===== config.mk =====
export PLATFORM = sky130hd
export DESIGN_NAME = buffer_pool_pin_replace
export DESIGN_NICKNAME = d
export VERILOG_FILES = /design/src/sv/bpp_pkg.sv /design/src/sv/bpp_cell.sv /design/src/sv/buffer_pool_pin_replace.sv
export SDC_FILE = /design/constraint.sdc
export NUM_CORES = 2
export LEC_CHECK = 0
export ABC_AREA = 1
export BUFFER_PORTS_ARGS = -buffer_cell sky130_fd_sc_hd__buf_2
export CORE_MARGIN = 3
export CORE_UTILIZATION = 35
export CTS_BUF_LIST = sky130_fd_sc_hd__clkbuf_8 sky130_fd_sc_hd__clkbuf_16
export DETAILED_ROUTE_END_ITERATION = 8
export PLACE_DENSITY_LB_ADDON = 0.1
export RECOVER_POWER = 50
export SYNTH_ARGS = -nofsm -noshare
export SYNTH_HDL_FRONTEND = slang
export SYNTH_SLANG_ARGS = --single-unit

===== constraint.sdc =====
create_clock -name clk -period 5.4 [get_ports clk]
set_input_delay 0.81 -clock clk [delete_from_list [all_inputs] [get_ports clk]]
set_output_delay 0.81 -clock clk [all_outputs]
set_load 0.005 [all_outputs]

===== src/sv/bpp_pkg.sv =====
// ----------------------------------------------------------------------------
// bpp_pkg
// Shared constants, codes and transaction types for the buffer pool block.
// ----------------------------------------------------------------------------
package bpp_pkg;

  localparam int SLOTS    = 16;
  localparam int PIN_BITS = 8;
  localparam int SLOT_W   = (SLOTS > 1) ? $clog2(SLOTS) : 1;

  localparam logic [PIN_BITS-1:0] PIN_MAX  = '1;
  localparam logic [31:0]         LSN_NONE = 32'hFFFF_FFFF;

  localparam logic [2:0] ACT_GET       = 3'd0;
  localparam logic [2:0] ACT_UNPIN     = 3'd1;
  localparam logic [2:0] ACT_SET_LSN   = 3'd2;
  localparam logic [2:0] ACT_FLUSH     = 3'd3;
  localparam logic [2:0] ACT_FLUSH_ALL = 3'd4;

  localparam logic [2:0] STAT_DONE      = 3'd0;
  localparam logic [2:0] STAT_HIT       = 3'd1;
  localparam logic [2:0] STAT_LOADED    = 3'd2;
  localparam logic [2:0] STAT_FULL      = 3'd3;
  localparam logic [2:0] STAT_PINNED    = 3'd4;
  localparam logic [2:0] STAT_UNDERFLOW = 3'd5;

  typedef enum logic [2:0] {
    OP_IDLE   = 3'd0,
    OP_SEARCH = 3'd1,
    OP_GET    = 3'd2,
    OP_SLOT   = 3'd3,
    OP_SWEEP  = 3'd4
  } cell_op_t;

  typedef struct packed {
    logic [2:0]  action;
    logic [31:0] block_key;
    logic [3:0]  slot;
    logic [31:0] lsn;
  } req_t;

  typedef struct packed {
    logic [2:0]  status;
    logic [3:0]  slot_out;
    logic        read_needed;
    logic        write_needed;
    logic [31:0] write_block;
    logic        log_flush_needed;
    logic        last;
  } res_t;

  typedef struct packed {
    cell_op_t    op;
    logic [2:0]  action;
    logic [31:0] key;
    logic [3:0]  slot;
    logic [31:0] lsn;
    logic        any_hit;
    logic        any_inv;
  } cell_cmd_t;

  typedef struct packed {
    logic              found;
    logic [SLOT_W-1:0] idx;
    logic              valid;
    logic              dirty;
    logic              pins_zero;
    logic [31:0]       block;
    logic              lsn_none;
  } rec_t;

  typedef struct packed {
    logic hit_seen;
    logic inv_seen;
    logic free_seen;
    logic cand_seen;
    rec_t rec;
  } chain_t;

endpackage


===== src/sv/bpp_cell.sv =====
// ----------------------------------------------------------------------------
// bpp_cell
// One buffer slot: holds its entry and takes part in the priority chain.
// ----------------------------------------------------------------------------
module bpp_cell import bpp_pkg::*; (
  input  logic              clk,
  input  logic              rst_n,
  input  logic [SLOT_W-1:0] cell_idx,
  input  cell_cmd_t         cmd,
  input  chain_t            chain_in,
  output chain_t            chain_out
);

  logic                valid_r, valid_nxt;
  logic [31:0]         block_r, block_nxt;
  logic [PIN_BITS-1:0] pins_r, pins_nxt;
  logic                dirty_r, dirty_nxt;
  logic [31:0]         lsn_r, lsn_nxt;
  logic                sel_hit_r, sel_hit_nxt;
  logic                sel_inv_r, sel_inv_nxt;
  logic                sel_free_r, sel_free_nxt;

  logic hit;
  logic free;
  logic cand;
  logic addr_hit;
  logic chosen;

  assign hit      = valid_r && (block_r == cmd.key);
  assign free     = (pins_r == '0);
  assign cand     = valid_r && dirty_r && free;
  assign addr_hit = (32'(cell_idx) == 32'(cmd.slot));

  always_comb begin
    case (cmd.op)
      OP_GET: begin
        if (cmd.any_hit) begin
          chosen = sel_hit_r;
        end else if (cmd.any_inv) begin
          chosen = sel_inv_r;
        end else begin
          chosen = sel_free_r;
        end
      end
      OP_SLOT:  chosen = addr_hit;
      OP_SWEEP: chosen = cand && !chain_in.cand_seen;
      default:  chosen = 1'b0;
    endcase
  end

  always_comb begin
    valid_nxt    = valid_r;
    block_nxt    = block_r;
    pins_nxt     = pins_r;
    dirty_nxt    = dirty_r;
    lsn_nxt      = lsn_r;
    sel_hit_nxt  = sel_hit_r;
    sel_inv_nxt  = sel_inv_r;
    sel_free_nxt = sel_free_r;
    case (cmd.op)
      OP_SEARCH: begin
        sel_hit_nxt  = hit && !chain_in.hit_seen;
        sel_inv_nxt  = !valid_r && !chain_in.inv_seen;
        sel_free_nxt = free && !chain_in.free_seen;
      end
      OP_GET: begin
        if (chosen) begin
          if (cmd.any_hit) begin
            if (pins_r != PIN_MAX) begin
              pins_nxt = pins_r + PIN_BITS'(1);
            end
          end else begin
            valid_nxt = 1'b1;
            block_nxt = cmd.key;
            pins_nxt  = PIN_BITS'(1);
            dirty_nxt = 1'b0;
            lsn_nxt   = LSN_NONE;
          end
        end
      end
      OP_SLOT: begin
        if (chosen) begin
          case (cmd.action)
            ACT_UNPIN: begin
              if (!free) begin
                pins_nxt = pins_r - PIN_BITS'(1);
              end
            end
            ACT_SET_LSN: begin
              if (valid_r) begin
                lsn_nxt   = cmd.lsn;
                dirty_nxt = 1'b1;
              end
            end
            ACT_FLUSH: begin
              if (cand) begin
                dirty_nxt = 1'b0;
              end
            end
            default: begin
            end
          endcase
        end
      end
      OP_SWEEP: begin
        if (chosen) begin
          dirty_nxt = 1'b0;
        end
      end
      default: begin
      end
    endcase
  end

  always_ff @(posedge clk) begin
    if (!rst_n) begin
      valid_r    <= 1'b0;
      pins_r     <= '0;
      dirty_r    <= 1'b0;
      lsn_r      <= LSN_NONE;
      sel_hit_r  <= 1'b0;
      sel_inv_r  <= 1'b0;
      sel_free_r <= 1'b0;
    end else begin
      valid_r    <= valid_nxt;
      pins_r     <= pins_nxt;
      dirty_r    <= dirty_nxt;
      lsn_r      <= lsn_nxt;
      sel_hit_r  <= sel_hit_nxt;
      sel_inv_r  <= sel_inv_nxt;
      sel_free_r <= sel_free_nxt;
    end
  end

  always_ff @(posedge clk) begin
    block_r <= block_nxt;
  end

  always_comb begin
    chain_out.hit_seen  = chain_in.hit_seen || hit;
    chain_out.inv_seen  = chain_in.inv_seen || !valid_r;
    chain_out.free_seen = chain_in.free_seen || free;
    chain_out.cand_seen = chain_in.cand_seen || cand;
    if (chosen) begin
      chain_out.rec.found     = 1'b1;
      chain_out.rec.idx       = cell_idx;
      chain_out.rec.valid     = valid_r;
      chain_out.rec.dirty     = dirty_r;
      chain_out.rec.pins_zero = free;
      chain_out.rec.block     = block_r;
      chain_out.rec.lsn_none  = (lsn_r == LSN_NONE);
    end else begin
      chain_out.rec = chain_in.rec;
    end
  end

endmodule


===== src/sv/buffer_pool_pin_replace.sv =====
// ----------------------------------------------------------------------------
// buffer_pool_pin_replace
// Buffer pool slot table that loads the first invalid slot, else replaces the
// first unpinned one, built as a row of slot cells linked by a priority chain.
// A single-result transaction passes the search and execute states, and its
// result is registered as execute ends. One transaction is handled at a time;
// flush all gives one result per cycle, as the chain retires one slot a cycle.
// Reset: synchronous; all slots invalid, unpinned, clean, LSN none; WAL off.
// ----------------------------------------------------------------------------
module buffer_pool_pin_replace import bpp_pkg::*; (
  input  logic clk,
  input  logic rst_n,
  input  logic start,
  output logic busy,
  input  req_t in_req,
  output logic out_strobe,
  output res_t out_res,
  input  logic cfg_we,
  input  logic cfg_wdata
);

  typedef enum logic [3:0] {
    ST_IDLE   = 4'b0001,
    ST_SEARCH = 4'b0010,
    ST_EXEC   = 4'b0100,
    ST_SWEEP  = 4'b1000
  } state_t;

  state_t    state_r, state_nxt;
  req_t      req_r;
  logic      wal_r;
  logic      any_hit_r, any_inv_r;
  logic      out_strobe_r, out_strobe_nxt;
  res_t      out_r, out_nxt;
  cell_cmd_t cmd;
  chain_t    chain [SLOTS+1];
  rec_t      rec;
  logic      oor;
  logic      logf;

  assign chain[0] = '0;

  for (genvar g = 0; g < SLOTS; g++) begin : g_cell
    bpp_cell u_cell (
      .clk       (clk),
      .rst_n     (rst_n),
      .cell_idx  (SLOT_W'(g)),
      .cmd       (cmd),
      .chain_in  (chain[g]),
      .chain_out (chain[g+1])
    );
  end

  assign rec  = chain[SLOTS].rec;
  assign oor  = (32'(req_r.slot) >= 32'(SLOTS));
  assign logf = wal_r && !rec.lsn_none;

  always_comb begin
    cmd.action  = req_r.action;
    cmd.key     = req_r.block_key;
    cmd.slot    = req_r.slot;
    cmd.lsn     = req_r.lsn;
    cmd.any_hit = any_hit_r;
    cmd.any_inv = any_inv_r;
    case (state_r)
      ST_SEARCH: cmd.op = OP_SEARCH;
      ST_EXEC: begin
        if (req_r.action == ACT_GET) begin
          cmd.op = OP_GET;
        end else if (oor) begin
          cmd.op = OP_IDLE;
        end else begin
          cmd.op = OP_SLOT;
        end
      end
      ST_SWEEP: cmd.op = OP_SWEEP;
      default:  cmd.op = OP_IDLE;
    endcase
  end

  always_comb begin
    state_nxt      = state_r;
    out_strobe_nxt = 1'b0;
    out_nxt        = '0;
    out_nxt.last   = 1'b1;
    case (state_r)
      ST_IDLE: begin
        if (start) begin
          state_nxt = ST_SEARCH;
        end
      end
      ST_SEARCH: begin
        state_nxt = (req_r.action == ACT_FLUSH_ALL) ? ST_SWEEP : ST_EXEC;
      end
      ST_EXEC: begin
        state_nxt      = ST_IDLE;
        out_strobe_nxt = 1'b1;
        if (req_r.action > ACT_FLUSH_ALL) begin
          out_nxt.slot_out = '0;
        end else if (req_r.action == ACT_GET) begin
          if (any_hit_r) begin
            out_nxt.status   = STAT_HIT;
            out_nxt.slot_out = 4'(rec.idx);
          end else if (rec.found) begin
            out_nxt.status      = STAT_LOADED;
            out_nxt.slot_out    = 4'(rec.idx);
            out_nxt.read_needed = 1'b1;
            if (rec.valid && rec.dirty) begin
              out_nxt.write_needed     = 1'b1;
              out_nxt.write_block      = rec.block;
              out_nxt.log_flush_needed = logf;
            end
          end else begin
            out_nxt.status = STAT_FULL;
          end
        end else begin
          out_nxt.slot_out = req_r.slot;
          if (!oor) begin
            case (req_r.action)
              ACT_UNPIN: begin
                out_nxt.status = rec.pins_zero ? STAT_UNDERFLOW : STAT_DONE;
              end
              ACT_FLUSH: begin
                if (rec.valid && rec.dirty) begin
                  if (!rec.pins_zero) begin
                    out_nxt.status = STAT_PINNED;
                  end else begin
                    out_nxt.write_needed     = 1'b1;
                    out_nxt.write_block      = rec.block;
                    out_nxt.log_flush_needed = logf;
                  end
                end
              end
              default: begin
              end
            endcase
          end
        end
      end
      ST_SWEEP: begin
        out_strobe_nxt = 1'b1;
        if (rec.found) begin
          out_nxt.slot_out         = 4'(rec.idx);
          out_nxt.write_needed     = 1'b1;
          out_nxt.write_block      = rec.block;
          out_nxt.log_flush_needed = logf;
          out_nxt.last             = 1'b0;
        end else begin
          state_nxt = ST_IDLE;
        end
      end
      default: state_nxt = ST_IDLE;
    endcase
  end

  always_ff @(posedge clk) begin
    if (!rst_n) begin
      state_r      <= ST_IDLE;
      wal_r        <= 1'b0;
      out_strobe_r <= 1'b0;
      any_hit_r    <= 1'b0;
      any_inv_r    <= 1'b0;
    end else begin
      state_r      <= state_nxt;
      out_strobe_r <= out_strobe_nxt;
      if (cfg_we) begin
        wal_r <= cfg_wdata;
      end
      if (state_r == ST_SEARCH) begin
        any_hit_r <= chain[SLOTS].hit_seen;
        any_inv_r <= chain[SLOTS].inv_seen;
      end
    end
  end

  always_ff @(posedge clk) begin
    out_r <= out_nxt;
    if (state_r == ST_IDLE && start) begin
      req_r <= in_req;
    end
  end

  assign busy       = (state_r != ST_IDLE);
  assign out_strobe = out_strobe_r;
  assign out_res    = out_r;

endmodule


======== Yosys cells after proc, flatten, opt, wreduce, memory -nomap -nowiden ========
Cells that the tools add are included.
W data, S select, Z words.
word-level totals
  logic and storage cells ................. 1120
  output and inout port bits .............. 45
  register bits ........................... 1354
operators by class
  mux-type cells .......................... 397
  $lt $le $gt $ge ......................... 1
  equal/unequal tests ..................... 210
  add/sub/neg operators ................... 32
  reductions and logical operators ........ 333
  bitwise gates (word level) .............. 3
operator list
  kind                    count
  $mux W32                65
  $pmux W32 S2            16
  $mux W8                 96
  $mux W41                16
  $eq A32 B32 Y1          16
  $eq A32 B32 Y1 const B  16
  $pmux W8 S2             16
  $mux W34                7
  $reduce_and A6 Y1       32
  $ne A3 B2 Y1 const B    49
  $add A8 B1 Y8 const B   16
  $logic_not A8 Y1        16
  $ne A2 B1 Y1 const B    64
  $ne A8 B8 Y1 const B    16
  $reduce_and A8 Y1       16
  $sub A8 B1 Y8 const B   16
  $mux W1                 116
  $logic_and A1 B1 Y1     111
  $pmux W1 S3             32
  $logic_not A1 Y1        76
  $pmux W34 S2            1
  $logic_or A1 B1 Y1      58
  $reduce_and A3 Y1       16
  $ne A2 B2 Y1 const B    21
  31 further kinds        72

======== Longest topological paths before layout ========
  depth after elaboration ................. 29
  mapped depth ............................ 33
  depth with buffers taken out ............ 32

======== By module ========
Synthesis repeated with hierarchy kept, for this count alone.
second synthesis, totals
  cells, all modules ...................... 11301
  area, all modules ....................... 81319.2 sq um
by module, submodules not included
  module                            cells each  instances  area each (sq um)
  bpp_cell (g_cell[10].u_cell ...)  680         12         4810.9
  bpp_cell (g_cell[0].u_cell ...)   648         4          4616.9
  buffer_pool_pin_replace           549         1          5121.2

======== Worst setup path after synthesis ========
Ideal clock, no wire load.
  kind .................................... register to register
  start point ............................. register req_r, in the netlist cmd[70]
  end point ............................... register out_r, in the netlist out_res[24]
  required time ........................... 5.334 ns
  setup slack ............................. 1.079 ns
  data arrival time ....................... 4.255 ns
  cell stages (with the launch flop) ...... 20
  library setup time ...................... 0.066 ns
  buffers on the path ..................... 2
  cell sequence ........................... edfxtp_1 nor2_2 nand2_2 nor2_1 nand2_1 clkbuf_1 a21oi_1 nor3_1 nand2_4 inv_4 nand2_4 nor2_1 nand3_2 nand2_1 nand2_1 nand2_1 a21oi_2 nand2_4 buf_6 a21oi_2
RTL lines
  what                      line                            source
  start: declaration        buffer_pool_pin_replace.sv:30   req_t req_r;
  start signal: assignment  buffer_pool_pin_replace.sv:179  req_r <= in_req;
  end signal: assignment    buffer_pool_pin_replace.sv:177  out_r <= out_nxt;
  end: declaration          buffer_pool_pin_replace.sv:34   res_t out_r, out_nxt;

======== Worst setup path after layout ========
  start point ............................. register req_r, in the netlist cmd[41]
  end point ............................... register any_hit_r
between the ends
  cells in the longest elaborated chain, start to end .. 17
  elaborated cells between the ends (all ways) .. 47
ends and longest elaborated chain
  what                               line                            source
  $eq A32 B32 Y1                     bpp_cell.sv:29                  assign hit = valid_r && (block_r == cmd.key);
  $logic_and A1 B1 Y1                bpp_cell.sv:29
  $logic_or A1 B1 Y1 (14 in series)  bpp_cell.sv:140                 chain_out.hit_seen = chain_in.hit_seen || hit;
  $logic_or A1 B1 Y1 *               bpp_cell.sv:140
  end signal: assignment             buffer_pool_pin_replace.sv:170  any_hit_r <= chain[SLOTS].hit_seen;
  end: declaration                   buffer_pool_pin_replace.sv:32   logic any_hit_r, any_inv_r;
Every way passes the cells marked *; elsewhere a longest branch is shown, timed or not.
A chain may end at the register's enable or synchronous reset.

==> results.toml <==
[timing]
fin_setup_tns_ps = 0
worst-slew-pin-transition_ps = 4640
period_minus_slack_ps = 5290
clock-skew-final_ps = 35.5
timing.fmax_ghz = 0.189
final.period_utilization = 0.979
report.final.slew_viol_count = 1517
setup-violations-final = 0
slew_headroom = -2.10
grt_setup_unrepaired = "false"
count_of_final_hold_check_violations = 0

[final_layout]
finalNonFillerCells = 9554
areaGrowthSynthToFinish_pct = 13.9
post-route-cell-area_sq_um = 70900
total_nets_final = 7188
multiInputGateArea_sq_um = 25600
post_route_cells_drive_above_1_share = 0.0913
layout.filler_cells = 17900
ff_latch_area_sq_um = 32900

[synthesis]
post_synth_most_frequent_cells = "959 x sky130_fd_sc_hd__nand2_1, 771 x sky130_fd_sc_hd__dfxtp_1, 769 x sky130_fd_sc_hd__a21oi_1"
syn_area_sq_um = 62200
ys_warn_count = 0
post_synth_inst_count = 7046
synth_top_area_share = 0.281
yosys.cell_count.top_type = "sky130_fd_sc_hd__nand2_1"
fraction_of_registers_with_async_set_or_reset_after_synthesis = 0
netlist.top_cell.by_area = "sky130_fd_sc_hd__edfxtp_1"
synth-main-ff-cell = "sky130_fd_sc_hd__dfxtp_1"
syn_nets = 7157
postSynthRegisterBits = 1354
synth_top_cells_by_area = "sky130_fd_sc_hd__edfxtp_1 28%, sky130_fd_sc_hd__dfxtp_1 25%, sky130_fd_sc_hd__a21oi_1 6.2%, sky130_fd_sc_hd__o21ai_0 6.0%, sky130_fd_sc_hd__nand2_1 5.8%"
synth_sequential_area_ratio = 0.529
synth_enable_flop_cells = 583
yosys.cell_types.count = 70
avgSynthCellArea_sq_um = 8.83

[setup_path]
slowest_stage = "sky130_fd_sc_hd__clkbuf_1"
critPathMaxFanout = 18
cpPeakStageDelay_ps = 1390
logic_depth_of_the_worst_register_to_register_path = 13
critical_path.endpoint_type = "flop"
regToRegEndpoint = "any_hit_r"
critical-path-top-cell-by-count = "sky130_fd_sc_hd__nand4_1"
worstPathArrival_ps = 6040
setup.worst_path.start_class = "flop"
timing.reg2reg.setup_slack_ps = 110
cp_data_required_time_ps = 6160
regToRegStartpoint = "cmd[41]"
cells_along_the_critical_path = "clkbuf_1 > clkbuf_1 > nor2_1 > nor4_1 > nand4_1 > a211oi_1 > nand4_1 > nor3_1 > nor2_1 > nand4_1 > nor2_1 > nand4_1 > and2_1"
crit_type = "reg -> reg"

[clocking]
cts-root-buf = "sky130_fd_sc_hd__clkbuf_16"
cts-resized-gates = 0
post_cts_hold_buffer_count = 0
tritoncts_clock_tree = "yes"
clock_tree.buffer_depth = 3
cts_buffers = 158
cts_setup_buffers = 0
tritoncts_sinks = 1354
clk-insertion-delay-late_ps = 830
cts_htree_levels = 4
clkSlewWorstSetupHoldPaths_ps = 70

[global_routing]
grt_util_all_layers = 0.276
gr-total-overflow = 0
via_count_of_the_first_global_routing_pass = 50700
grt_max_degree = 198
initial_antenna_violation_count = 13
grt_first_pass_wirelength_microns = 369000

[drt]
routed_vias = 55100
detail-route-antenna-nets = 0
first_pass_iters = 6
routed_wirelength_microns = 259000
dr.first_iter.drc_count = 6668
drc = 0
routed_wire_length_per_instance_microns = 27.1
avgViaCountPerCell = 5.77

[floorplan]
rows = 154
die_area_sq_um = 183000
die_w_microns = 428
start_util = 0.353
core_footprint_sq_um = 176000
floorplan_die_height_microns = 428
boundaryPins = 121

[placement]
post-dp-hpwl_microns = 177000
dpl.cell_count = 9257
port-buffer-count = 120
detailed_place.area_sq_um = 66000
gp_routability_congestion = 0.952

[run]
timing.max_cap.violations = 44

[power]
peakVddDrop_mv = 0.270
power_leakage_nw = 27.0
cellPowerDensity_nw_per_um2 = 322

[hold_path]
min_delay_path_depth = 1
min-delay-path-class = "in -> reg"
holdPathEnd = "cmd[71]"
timing.hold.worst.start = "in_req[69]"

[run_status]
run_status = "finished with violations"
violations = "capacitance limit, slew limit"
[logic make-up (layout without fill, tap and decap cells)]
family | after synthesis | count (layout) | share of synthesized area
other cells | 0 | 7 | 0
mux | 3 | 3 | 0.000483
compound gates | 2321 | 2321 | 0.218
flops | 1354 | 1354 | 0.529
simple gates | 2098 | 2098 | 0.151
fa+ha+maj | 35 | 35 | 0.00704
buf+inv | 1020 | 1181 | 0.0632
xor+xnor | 215 | 215 | 0.0303
[worst max-delay path, delay by kind of cell, from the launching register on]
family                 cells  cell delay (ps)
AO/OA/AOI/OAI              1              260
buffers and inverters      2             2300
AND/OR/NAND/NOR           10             2280
flip-flops                 1              370
[where the power goes]
part / switching [mW] / internal, mW
clock: 4.67 / 6.17
sequential: 0.0574 / 10.8
combinational: 0.903 / 0.224
total: 5.63 / 17.2
[state kept, by name (all words and copies together) (netlist names), 16 cells and up]
register	flops
g_cell.u_cell.lsn_r	512
g_cell.u_cell.block_r	512
out_res	43
g_cell.u_cell.pins_r	128
g_cell.u_cell.valid_r	16
g_cell.u_cell.sel_inv_r	16
g_cell.u_cell.dirty_r	16
g_cell.u_cell.sel_hit_r	16
cmd	71
g_cell.u_cell.sel_free_r	16
[worst max path at each step]
stage / startpoint / endpoint / slack (ps) / cells past startpoint
5_1_grt: cmd[41] / any_hit_r / 80 / 13
2_1_floorplan: cmd[70] / out_res[24] / 1080 / 19
3_5_place_dp: g_cell[2].u_cell.pins_r[0] / out_res[26] / 640 / 20
3_3_place_gp: g_cell[2].u_cell.pins_r[0] / out_res[26] / 570 / 20
4_1_cts: cmd[70] / out_res[26] / 600 / 21
6_report: cmd[41] / any_hit_r / 110 / 13
[cell usage in the layout, fill, tap and decap left out, drive strengths merged, types with 63 or more instances in the layout]
master,Yosys,layout
nor4,93,93
nand4,183,183
o22ai,165,165
o21ai,759,759
nor3,147,147
nand3,207,207
a21oi,799,799
clkbuf,368,288
edfxtp,583,583
inv,532,580
nand2,976,976
xor2,152,152
xnor2,63,63
dfxtp,771,771
buf,106,233
nor2,420,420
clkinv,14,65
a211oi,86,86
o211ai,238,238
[per-layer routing]
layer | up-vias | GRT usage | share of wire
li1 | 25400 | - | -
met1 | 26700 | 0.373 | 0.42
met2 | 2527 | 0.436 | 0.45
met3 | 503 | 0.0508 | 0.084
met4 | 2 | 0.109 | 0.045
met5 | - | 0 | 0.000027
[area by class of cell]
type                    count  area share
clock buffers             176      0.0594
multi-input cells        4672       0.362
repair buffers            345      0.0292
flip-flops and latches   1354       0.465
clock inverters           114      0.0141
well taps                2340      0.0413
inverters                 546      0.0291
diodes                      7    0.000247
[stage by stage]
| step | hold WS (ps) | setup slack, ps | power, mW | util |
|---|---|---|---|---|
| floorplan | 442 | 1080 | 11.5 | - |
| global placement | 450 | 565 | 12.2 | 0.374 |
| detailed placement | 457 | 643 | 12.2 | 0.374 |
| CTS | 86.7 | 603 | 23.0 | 0.404 |
| global route | 109 | 83.8 | 23.4 | 0.401 |
| finish | 146 | 113 | 22.8 | 0.402 |
No activity file was read; power rests on OpenSTA's default activity.
